## config.mk

```make
export PLATFORM = sky130hd
export DESIGN_NAME = piezo_drum_trigger_top_flat
export DESIGN_NICKNAME = d
export VERILOG_FILES = /design/src/sv/pdt_pkg.sv /design/src/sv/pdt_in_if.sv /design/src/sv/pdt_out_if.sv /design/src/sv/pdt_div.sv /design/src/sv/pdt_tx.sv /design/src/sv/piezo_drum_trigger_top.sv /design/src/flat_wrapper.sv
export SDC_FILE = /design/constraint.sdc
export NUM_CORES = 1
export LEC_CHECK = 0
export BUFFER_PORTS_ARGS = -buffer_cell sky130_fd_sc_hd__buf_2
export CAP_MARGIN = 25
export CORE_MARGIN = 2
export CORE_UTILIZATION = 45
export CTS_CLUSTER_SIZE = 16
export DETAILED_ROUTE_END_ITERATION = 7
export PLACE_DENSITY_LB_ADDON = 0.1
export SLEW_MARGIN = 20
export SYNTH_ARGS = -nofsm -noshare
export SYNTH_HDL_FRONTEND = slang
export SYNTH_SLANG_ARGS = --single-unit
```

## constraint.sdc

```tcl
create_clock -name i_clk -period 12 [get_ports i_clk]
set_input_delay 2.4 -clock i_clk [delete_from_list [all_inputs] [get_ports i_clk]]
set_output_delay 2.4 -clock i_clk [all_outputs]
set_load 0.01 [all_outputs]
```

## src/sv/pdt_pkg.sv

```systemverilog
// ============================================================================
// pdt_pkg: shared types and constants of the piezo drum trigger
// Widths, register defaults, MIDI codes and the structs that pass between
// the sequencer, the velocity divider and the MIDI serializer.
// ============================================================================
package pdt_pkg;

    localparam int PAD_COUNT  = 6;
    localparam int NOTE_SLOTS = 6;

    localparam int PAD_W    = 3;
    localparam int SMP_W    = 10;
    localparam int TIME_W   = 32;
    localparam int DEB_W    = 16;
    localparam int NOTES_W  = 48;
    localparam int VEL_W    = 7;
    localparam int BYTE_W   = 8;
    localparam int CFG_IDX_W = 2;
    localparam int CFG_DATA_W = 48;

    // Numerator of the velocity scale: sample * 127 fits in this many bits.
    localparam int NUM_W = SMP_W + VEL_W;
    localparam int QUO_W = VEL_W + 1;
    localparam int STEP_W = $clog2(QUO_W);

    localparam logic [SMP_W-1:0]   SENS_RESET  = 10'd120;
    localparam logic [SMP_W-1:0]   TRIG_RESET  = 10'd20;
    localparam logic [DEB_W-1:0]   DEB_RESET   = 16'd50;
    localparam logic [NOTES_W-1:0] NOTES_RESET = 48'h2439312F301F;

    localparam logic [BYTE_W-1:0] MIDI_NOTE_ON  = 8'h90;
    localparam logic [BYTE_W-1:0] MIDI_NOTE_OFF = 8'h80;
    localparam logic [VEL_W-1:0]  VEL_MAX       = 7'd127;

    typedef enum logic [CFG_IDX_W-1:0] {
        CFG_SENS  = 2'd0,
        CFG_TRIG  = 2'd1,
        CFG_DEB   = 2'd2,
        CFG_NOTES = 2'd3
    } t_cfg_idx;

    typedef enum logic [2:0] {
        ST_IDLE = 3'b001,
        ST_LOAD = 3'b010,
        ST_DIV  = 3'b100
    } t_state;

    typedef struct packed {
        logic             start;
        logic [SMP_W-1:0] sample;
        logic [SMP_W-1:0] span;
    } t_div_req;

    typedef struct packed {
        logic             done;
        logic [VEL_W-1:0] vel;
    } t_div_rsp;

    typedef struct packed {
        logic             start;
        logic [VEL_W-1:0] note;
        logic [VEL_W-1:0] peak;
    } t_tx_req;

endpackage

```

## src/sv/pdt_in_if.sv

```systemverilog
// ============================================================================
// pdt_in_if: sample channel
// Carries one ADC word per handshake: pad index, sample and time stamp.
// ============================================================================
interface pdt_in_if;
    logic                        valid;
    logic                        ready;
    logic [pdt_pkg::PAD_W-1:0]   pad_index;
    logic [pdt_pkg::SMP_W-1:0]   sample;
    logic [pdt_pkg::TIME_W-1:0]  now_ms;

    modport source(output valid, pad_index, sample, now_ms, input ready);
    modport sink(input valid, pad_index, sample, now_ms, output ready);
endinterface

```

## src/sv/pdt_out_if.sv

```systemverilog
// ============================================================================
// pdt_out_if: MIDI byte channel
// Carries one serial MIDI word per handshake and a flag on the last word.
// ============================================================================
interface pdt_out_if;
    logic                        valid;
    logic                        ready;
    logic [pdt_pkg::BYTE_W-1:0]  midi_byte;
    logic                        last_byte;

    modport source(output valid, midi_byte, last_byte, input ready);
    modport sink(input valid, midi_byte, last_byte, output ready);
endinterface

```

## src/sv/pdt_div.sv

```systemverilog
// ============================================================================
// pdt_div: serial velocity divider
// Computes min(floor(sample * 127 / span), 127) with one compare and
// subtract per cycle.
// ============================================================================
module pdt_div (
    input  logic              i_clk,
    input  logic              i_rst_n,
    input  pdt_pkg::t_div_req i_req,
    output pdt_pkg::t_div_rsp o_rsp
);
    import pdt_pkg::*;

    logic              r_busy;
    logic              r_done;
    logic [NUM_W-1:0]  r_rem;
    logic [NUM_W-1:0]  r_dvs;
    logic [QUO_W-1:0]  r_quo;
    logic [STEP_W-1:0] r_step;
    logic [VEL_W-1:0]  r_vel;

    logic              ge;
    logic [NUM_W-1:0]  n_rem;
    logic [QUO_W-1:0]  n_quo;

    always_comb begin
        ge    = (r_rem >= r_dvs);
        n_rem = ge ? (r_rem - r_dvs) : r_rem;
        n_quo = {r_quo[QUO_W-2:0], ge};
    end

    always_ff @(posedge i_clk) begin
        if (!i_rst_n) begin
            r_busy <= 1'b0;
            r_done <= 1'b0;
        end else begin
            r_done <= 1'b0;
            if (i_req.start) begin
                r_busy <= 1'b1;
            end else if (r_busy && (r_step == '0)) begin
                r_busy <= 1'b0;
                r_done <= 1'b1;
            end
        end
    end

    always_ff @(posedge i_clk) begin
        if (i_req.start) begin
            // sample * 127 as (sample << 7) - sample.
            r_rem  <= {i_req.sample, {VEL_W{1'b0}}} - NUM_W'(i_req.sample);
            r_dvs  <= {i_req.span, {VEL_W{1'b0}}};
            r_quo  <= '0;
            r_step <= STEP_W'(QUO_W - 1);
        end else if (r_busy) begin
            r_rem  <= n_rem;
            r_dvs  <= r_dvs >> 1;
            r_quo  <= n_quo;
            r_step <= r_step - 1'b1;
            if (r_step == '0) begin
                r_vel <= n_quo[QUO_W-1] ? VEL_MAX : n_quo[VEL_W-1:0];
            end
        end
    end

    assign o_rsp.done = r_done;
    assign o_rsp.vel  = r_vel;

endmodule

```

## src/sv/pdt_tx.sv

```systemverilog
// ============================================================================
// pdt_tx: MIDI serializer
// Holds one note on/off pair and hands it out as six words, note on
// status, note, velocity, note off status, note, velocity.
// ============================================================================
module pdt_tx (
    input  logic             i_clk,
    input  logic             i_rst_n,
    input  pdt_pkg::t_tx_req i_req,
    output logic             o_busy,
    pdt_out_if.source        o_midi
);
    import pdt_pkg::*;

    localparam logic [2:0] LAST_WORD = 3'd5;

    logic             r_valid;
    logic [2:0]       r_cnt;
    logic [VEL_W-1:0] r_note;
    logic [VEL_W-1:0] r_peak;
    logic             take;

    assign take = r_valid && o_midi.ready;

    always_ff @(posedge i_clk) begin
        if (!i_rst_n) begin
            r_valid <= 1'b0;
            r_cnt   <= '0;
        end else if (i_req.start) begin
            r_valid <= 1'b1;
            r_cnt   <= '0;
        end else if (take) begin
            if (r_cnt == LAST_WORD) begin
                r_valid <= 1'b0;
            end else begin
                r_cnt <= r_cnt + 1'b1;
            end
        end
    end

    always_ff @(posedge i_clk) begin
        if (i_req.start) begin
            r_note <= i_req.note;
            r_peak <= i_req.peak;
        end
    end

    always_comb begin
        unique case (r_cnt)
            3'd0:    o_midi.midi_byte = MIDI_NOTE_ON;
            3'd1:    o_midi.midi_byte = {1'b0, r_note};
            3'd2:    o_midi.midi_byte = {1'b0, r_peak};
            3'd3:    o_midi.midi_byte = MIDI_NOTE_OFF;
            3'd4:    o_midi.midi_byte = {1'b0, r_note};
            3'd5:    o_midi.midi_byte = {1'b0, r_peak};
            default: o_midi.midi_byte = '0;
        endcase
    end

    assign o_midi.valid     = r_valid;
    assign o_midi.last_byte = (r_cnt == LAST_WORD);
    assign o_busy           = r_valid;

    a_last_ends: assert property (@(posedge i_clk) disable iff (!i_rst_n)
        $fell(r_valid) |-> $past(r_cnt == LAST_WORD))
        else $error("serializer stopped before the sixth word");

endmodule

```

## src/sv/piezo_drum_trigger_top.sv

```systemverilog
// ============================================================================
// piezo_drum_trigger_top: piezo pad trigger with MIDI output
// Turns per-pad ADC samples into note on/off pairs with peak velocity.
// ============================================================================
// Usage:
// Samples arrive on i_smp, one word per pad reading with a millisecond time
// stamp. MIDI words leave on o_midi, six per released hit, the sixth flagged
// by last_byte. Registers are written through i_cfg_we, i_cfg_idx and
// i_cfg_data; the user must do so only while the block is idle, since the
// block itself does not enforce it. A sample that starts or continues a hit
// while sensitivity is above the trigger level passes through capture, the
// pad lookup and eight iterations of the shared compare and subtract unit
// of the velocity divider, then the result, before the next sample can be
// accepted. Any other sample returns to idle after the lookup.
// A release hands its pair to the serializer in the lookup cycle; the words
// then leave at one per cycle while the receiver is ready.
// When the receiver stalls, the serializer holds its word and a sample is
// still accepted; only a further release waits in the lookup step until
// the previous pair has fully gone out.
// Reset clears every pad's state and loads the register defaults.
// ============================================================================
module piezo_drum_trigger_top (
    input  logic                            i_clk,
    input  logic                            i_rst_n,
    pdt_in_if.sink                          i_smp,
    pdt_out_if.source                       o_midi,
    input  logic                            i_cfg_we,
    input  logic [pdt_pkg::CFG_IDX_W-1:0]   i_cfg_idx,
    input  logic [pdt_pkg::CFG_DATA_W-1:0]  i_cfg_data
);
    import pdt_pkg::*;

    t_state             r_state;
    logic [SMP_W-1:0]   r_sens;
    logic [SMP_W-1:0]   r_trig;
    logic [DEB_W-1:0]   r_deb;
    logic [NOTES_W-1:0] r_notes;

    logic [PAD_W-1:0]   r_pad;
    logic [SMP_W-1:0]   r_smp;
    logic [TIME_W-1:0]  r_now;

    logic [PAD_COUNT-1:0] r_playing;
    logic [VEL_W-1:0]     r_peak [PAD_COUNT];
    logic [TIME_W-1:0]    r_rel  [PAD_COUNT];

    t_div_req         div_req;
    t_div_rsp         div_rsp;
    t_tx_req          tx_req;
    logic             tx_busy;

    logic              accept;
    logic              pad_ok;
    logic              hit;
    logic              deb_ok;
    logic              span_empty;
    logic [TIME_W-1:0] elapsed;
    logic [VEL_W-1:0]  note;
    logic              do_start;
    logic              do_release;

    assign i_smp.ready = (r_state == ST_IDLE);
    assign accept      = i_smp.valid && i_smp.ready;

    always_ff @(posedge i_clk) begin
        if (!i_rst_n) begin
            r_sens  <= SENS_RESET;
            r_trig  <= TRIG_RESET;
            r_deb   <= DEB_RESET;
            r_notes <= NOTES_RESET;
        end else if (i_cfg_we) begin
            unique case (t_cfg_idx'(i_cfg_idx))
                CFG_SENS:  r_sens  <= i_cfg_data[SMP_W-1:0];
                CFG_TRIG:  r_trig  <= i_cfg_data[SMP_W-1:0];
                CFG_DEB:   r_deb   <= i_cfg_data[DEB_W-1:0];
                CFG_NOTES: r_notes <= i_cfg_data[NOTES_W-1:0];
            endcase
        end
    end

    always_ff @(posedge i_clk) begin
        if (accept) begin
            r_pad <= i_smp.pad_index;
            r_smp <= i_smp.sample;
            r_now <= i_smp.now_ms;
        end
    end

    always_comb begin
        pad_ok     = (int'(r_pad) < PAD_COUNT);
        hit        = (r_smp >= r_trig);
        elapsed    = r_now - r_rel[r_pad];
        deb_ok     = (elapsed >= TIME_W'(r_deb));
        span_empty = (r_sens <= r_trig);
        if (int'(r_pad) < NOTE_SLOTS) begin
            note = r_notes[{r_pad, 3'b000} +: VEL_W];
        end else begin
            note = '0;
        end
        do_start   = (r_state == ST_LOAD) && pad_ok && hit
                     && (r_playing[r_pad] || deb_ok);
        do_release = (r_state == ST_LOAD) && pad_ok && !hit
                     && r_playing[r_pad] && !tx_busy;
    end

    assign div_req.start  = do_start && !span_empty;
    assign div_req.sample = r_smp;
    assign div_req.span   = r_sens - r_trig;

    assign tx_req.start = do_release;
    assign tx_req.note  = note;
    assign tx_req.peak  = r_peak[r_pad];

    always_ff @(posedge i_clk) begin
        if (!i_rst_n) begin
            r_state   <= ST_IDLE;
            r_playing <= '0;
            for (int p = 0; p < PAD_COUNT; p++) begin
                r_peak[p] <= '0;
                r_rel[p]  <= '0;
            end
        end else begin
            unique case (r_state)
                ST_IDLE: begin
                    if (accept) begin
                        r_state <= ST_LOAD;
                    end
                end
                ST_LOAD: begin
                    if (do_start) begin
                        r_playing[r_pad] <= 1'b1;
                        if (span_empty) begin
                            r_peak[r_pad] <= VEL_MAX;
                            r_state       <= ST_IDLE;
                        end else begin
                            r_state <= ST_DIV;
                        end
                    end else if (do_release) begin
                        r_playing[r_pad] <= 1'b0;
                        r_peak[r_pad]    <= '0;
                        r_rel[r_pad]     <= r_now;
                        r_state          <= ST_IDLE;
                    end else if (!(pad_ok && !hit && r_playing[r_pad])) begin
                        r_state <= ST_IDLE;
                    end
                end
                ST_DIV: begin
                    if (div_rsp.done) begin
                        if (div_rsp.vel > r_peak[r_pad]) begin
                            r_peak[r_pad] <= div_rsp.vel;
                        end
                        r_state <= ST_IDLE;
                    end
                end
                default: r_state <= ST_IDLE;
            endcase
        end
    end

    pdt_div u_div (
        .i_clk   (i_clk),
        .i_rst_n (i_rst_n),
        .i_req   (div_req),
        .o_rsp   (div_rsp)
    );

    pdt_tx u_tx (
        .i_clk   (i_clk),
        .i_rst_n (i_rst_n),
        .i_req   (tx_req),
        .o_busy  (tx_busy),
        .o_midi  (o_midi)
    );

    a_div_in_state: assert property (@(posedge i_clk) disable iff (!i_rst_n)
        div_rsp.done |-> (r_state == ST_DIV))
        else $error("velocity result outside the divide step");

    a_tx_free: assert property (@(posedge i_clk) disable iff (!i_rst_n)
        tx_req.start |-> !tx_busy)
        else $error("new MIDI pair while the serializer is busy");

    a_release_clears: assert property (@(posedge i_clk) disable iff (!i_rst_n)
        tx_req.start |=> (!r_playing[r_pad] && (r_peak[r_pad] == '0)))
        else $error("released pad still playing");

endmodule
```

## src/flat_wrapper.sv

```systemverilog
// flat-port wrapper written by rule: the top's interface ports become plain ports
module piezo_drum_trigger_top_flat import pdt_pkg::*;
  (i_clk, i_rst_n, i_cfg_we, i_cfg_idx, i_cfg_data, i_smp_valid, i_smp_pad_index, i_smp_sample, i_smp_now_ms, i_smp_ready, o_midi_valid, o_midi_midi_byte, o_midi_last_byte, o_midi_ready);
  pdt_in_if i_smp_i ();
  pdt_out_if o_midi_i ();
  input  logic i_clk;
  input  logic i_rst_n;
  input  logic i_cfg_we;
  input  logic [pdt_pkg::CFG_IDX_W-1:0] i_cfg_idx;
  input  logic [pdt_pkg::CFG_DATA_W-1:0] i_cfg_data;
  input wire logic [$bits(i_smp_i.valid)-1:0] i_smp_valid;
  input wire logic [$bits(i_smp_i.pad_index)-1:0] i_smp_pad_index;
  input wire logic [$bits(i_smp_i.sample)-1:0] i_smp_sample;
  input wire logic [$bits(i_smp_i.now_ms)-1:0] i_smp_now_ms;
  output wire logic [$bits(i_smp_i.ready)-1:0] i_smp_ready;
  output wire logic [$bits(o_midi_i.valid)-1:0] o_midi_valid;
  output wire logic [$bits(o_midi_i.midi_byte)-1:0] o_midi_midi_byte;
  output wire logic [$bits(o_midi_i.last_byte)-1:0] o_midi_last_byte;
  input wire logic [$bits(o_midi_i.ready)-1:0] o_midi_ready;
  assign i_smp_i.valid = i_smp_valid;
  assign i_smp_i.pad_index = i_smp_pad_index;
  assign i_smp_i.sample = i_smp_sample;
  assign i_smp_i.now_ms = i_smp_now_ms;
  assign i_smp_ready = i_smp_i.ready;
  assign o_midi_valid = o_midi_i.valid;
  assign o_midi_midi_byte = o_midi_i.midi_byte;
  assign o_midi_last_byte = o_midi_i.last_byte;
  assign o_midi_i.ready = o_midi_ready;
  piezo_drum_trigger_top u_core (.i_clk(i_clk), .i_rst_n(i_rst_n), .i_smp(i_smp_i), .o_midi(o_midi_i), .i_cfg_we(i_cfg_we), .i_cfg_idx(i_cfg_idx), .i_cfg_data(i_cfg_data));
endmodule
```

==> results_dict.tcl <==
set metrics [dict create \
    drt-wirelength-per-cell_microns 21.03 \
    grt_pass1_wl_microns 96190 \
    crit_path_frequent_cell "a21oi_1" \
    grt_max_degree 91 \
    fp.dieW_microns 241.0 \
    finalHoldViolations 0 \
    clk_latency_ns 0.63 \
    ctsHoldBuffers 0 \
    p_int_mw 3.397 \
    slowest_delay_ns 0.75 \
    ys_ff_latch 518 \
    die_area_sq_mm 0.05806 \
    crit_chain "buf_4 > mux4_2 > mux2i_1 > ha_1 > o211ai_1 > a21oi_1 > o211ai_1 > a31oi_1 > a31oi_1 > xnor2_1 > ha_1 > a21o_1 > a21oi_1 > o211ai_1 > a21oi_1 > o2111ai_1 > a21oi_1 > nand4_1 > nor4_1 > a21oi_4 > buf_4 > nand2_4 > nand2_1" \
    path_max_fanout 41 \
    antenna_found_initial 2 \
    clockBufferDepth 3 \
    start_kind "flop" \
    max_cap_violations 0 \
    arrival_ns 8.24 \
    setup_ws_ns 3.942 \
    synth_edf_count 405 \
    crit_slowest_cell "buf_4" \
    regToRegSetupSlack_ns 3.94 \
    first_iter_violations 1196 \
    multi_input_area_sq_mm 0.01033 \
    p_leak_nw 11.80 \
    timing.slew.headroom 0.3121 \
    ys_seq_area_frac 0.5709 \
    finalCritPeriodShare 0.6715 \
    crit_type "flop to flop" \
    crit-reg2reg-capture "u_core.u_div.r_rem[8]" \
    initial_core_util 0.4568 \
    totalNegativeSetupSlack_ns 0 \
    cp.required_ns 12.18 \
    regArea_sq_mm 0.01443 \
    r2r.worst_path.cells 23 \
    cts_root_buf "clkbuf_16" \
    drc_errors 0 \
    fmax_ghz 0.1241 \
    post_cts_buffers 0 \
    p_switching_mw 1.289 \
    ys_top_cells_by_count "edfxtp_1, nand2_1, and3_1" \
    worst_pin_slew_ns 1.032 \
    ir_drop_v 0.0001201 \
    synthMostInstantiatedCell "edfxtp_1" \
    drtPass1Iterations 5 \
    cellPowerDensity_mw_per_mm2 162.7 \
    hold_path_depth 2 \
    vias 16500 \
    cts_resized 0 \
    synth_area_leaders "edfxtp_1, dfxtp_1, mux4_2" \
    synth_top_area_cell "edfxtp_1" \
    place.gp.congestion 0.8095 \
    dp_hpwl_microns 40020 \
    cts_sinks 518 \
    cp_num_buf_inv 2 \
    p_seq_frac 0.446 \
    avgSynthCellArea_sq_um 12.39 \
    htreeDepth 2 \
    wirelength_microns 62600 \
    min_from "u_core.r_notes[14]" \
    grtUsageTotal 0.2187 \
    cts.clk_slew.worst_paths_ns 0.06 \
    swShare 0.2751 \
    ant_nets 0 \
    drive_gt1_frac 0.1676 \
    setup_violations 0 \
    drv_slew 0 \
    synth_top_cell_area_share 0.4813 \
    post-route-min-period_ns 8.058 \
    routed_via_density 5.543 \
    syn-cell-area_sq_mm 0.02527 \
    critPathCaptureType "flop" \
    tritoncts "yes" \
    rsz0062_at_grt "no" \
    hp-class "flop to flop" \
    outcome "complete, no violations" \
    core_area_sq_mm 0.05531 \
    io_buffers 106 \
    pwr-share-clk 0.375 \
    p_comb_frac 0.179 \
    overflow 0 \
    synth_warnings 0 \
    num_rows 86 \
    boundaryPins 111 \
    dpl-instance-area_sq_mm 0.02685 \
    synthFlopType "edfxtp_1" \
    fillers 4889 \
    min_to "u_core.r_notes[14]" \
    cts_buffers 57 \
    grt_pass1_vias 16620 \
    postSynthCellCount 2040 \
    dp_slack_ns 3.792 \
    crit_family "compound AO/OA/AOI/OAI gates" \
    die_h_microns 241.0 \
    async_reset_ff_frac 0 \
    area_growth_syn_to_layout_pct 13.97 \
    fin_skew_ns 0.03609 \
    design_area_sq_mm 0.02880 \
    ys_types 66 \
    final_nets 2384 \
]
==> power groups by stage <==
stage	Combinational (mW)	Sequential, mW	Clock (mW)
after floorplan	0.631	2.08	0
after global placement	0.825	2.12	0
after detailed placement	0.835	2.13	0
after CTS	0.841	2.09	1.80
after global routing	0.938	2.10	1.86
final	0.840	2.09	1.76
==> state kept, by name, summed over array words and instances (netlist names), 10 cells and up, named ones only <==
| register | count |
|---|---|
| u_core.r_rel | 256 |
| u_core.r_deb | 16 |
| u_core.r_notes | 42 |
| u_core.r_smp | 10 |
| u_core.r_sens | 10 |
| u_core.r_trig | 10 |
| u_core.u_div.r_rem | 17 |
| u_core.r_now | 32 |
| u_core.r_peak | 56 |
| u_core.u_div.r_dvs | 17 |
==> worst register-to-register path: cells and delay by family, from the launching register on <==
kind / cells / cell delay [ns]
buffers and inverters: 2 / 1.10
muxes: 2 / 0.90
AOI/OAI and AO/OA: 12 / 2.28
and+or+nand+nor: 4 / 1.89
adders and majority gates: 2 / 0.60
xor gates and xnor gates: 1 / 0.24
DFF: 1 / 0.59
==> placed cells by master, fill, tap and decap left out, types with 7 or more instances in the layout <==
cell type | synthesis | layout
xnor2_1 | 37 | 37
a21oi_1 | 121 | 120
buf_4 | 2 | 26
dfxtp_1 | 113 | 110
inv_1 | 97 | 97
ha_1 | 104 | 104
nand2b_1 | 18 | 18
nand3_1 | 49 | 49
conb_1 | 1 | 64
nand2_1 | 209 | 209
or2_2 | 12 | 12
o21ai_0 | 42 | 36
a21o_1 | 32 | 32
a221oi_1 | 7 | 7
clkbuf_1 | 100 | 13
a21oi_2 | 9 | 9
nor3_1 | 25 | 19
mux2i_1 | 83 | 83
a31oi_1 | 10 | 10
nand4_1 | 12 | 12
a22oi_1 | 30 | 30
clkinv_2 | 0 | 7
nor2b_1 | 12 | 12
xor2_1 | 23 | 23
clkbuf_8 | 0 | 8
o211ai_1 | 13 | 13
and3_1 | 191 | 190
o21a_1 | 9 | 9
buf_2 | 2 | 106
nor2_1 | 85 | 84
edfxtp_1 | 405 | 405
mux4_2 | 79 | 79
a22oi_4 | 7 | 7
clkbuf_16 | 0 | 59
==> routing by layer <==
layer / vias to the layer above / track usage / part of all wire / wire length (microns)
li1: 7813 / - / - / -
met1: 8156 / 0.3187 / 0.47 / 29200
met2: 451 / 0.3443 / 0.46 / 28560
met3: 75 / 0.03546 / 0.061 / 3803
met4: 2 / 0.05088 / 0.016 / 1025
met5: - / 0 / 0.00021 / 13
==> cell families after synthesis <==
| group | after synthesis | synth area share |
|---|---|---|
| AO/OA/AOI/OAI | 324 | 0.08691 |
| multiplexers | 168 | 0.1060 |
| XOR/XNOR | 60 | 0.02080 |
| other | 1 | 0.0001484 |
| buffers and inverters | 222 | 0.03456 |
| adder cells (fa/ha/maj) | 107 | 0.05388 |
| AND/OR/NAND/NOR | 640 | 0.1269 |
| flip-flops | 518 | 0.5709 |
==> worst max-delay path by stage <==
stage / start / end / slack, ns / cells after the start
3_5_place_dp: flop / u_core.u_div.r_rem[9] / 3.79 / 23
3_3_place_gp: flop / u_core.u_div.r_rem[7] / 3.82 / 23
2_1_floorplan: flop / u_core.u_div.r_rem[0] / 5.90 / 25
6_report: flop / u_core.u_div.r_rem[8] / 3.94 / 23
5_1_grt: flop / u_core.u_div.r_rem[8] / 3.24 / 23
4_1_cts: flop / u_core.u_div.r_rem[7] / 3.76 / 23
==> through the flow <==
| step | util | power [mW] | hold WS, ns | instances |
|---|---|---|---|---|
| after floorplan | - | 2.713 | 0.4313 | 2103 |
| after global placement | 0.4843 | 2.949 | 0.4409 | 2859 |
| after detailed placement | 0.4855 | 2.962 | 0.4465 | 2863 |
| after CTS | 0.5198 | 4.728 | 0.4546 | 2971 |
| after global routing | 0.5206 | 4.899 | 0.4691 | 2975 |
| final | 0.5207 | 4.686 | 0.4556 | 2976 |
==> area by class of cell <==
cell class,instances,area share
timing repair buffer,136,0.02820
multi-input combinational,1363,0.3588
clock inverter,24,0.008168
antenna,2,0.0001738
inverter,101,0.01316
sequential,518,0.5012
clock buffer,84,0.05783
tap,748,0.03250
Note: power is estimated with default switching activity, not from simulation.
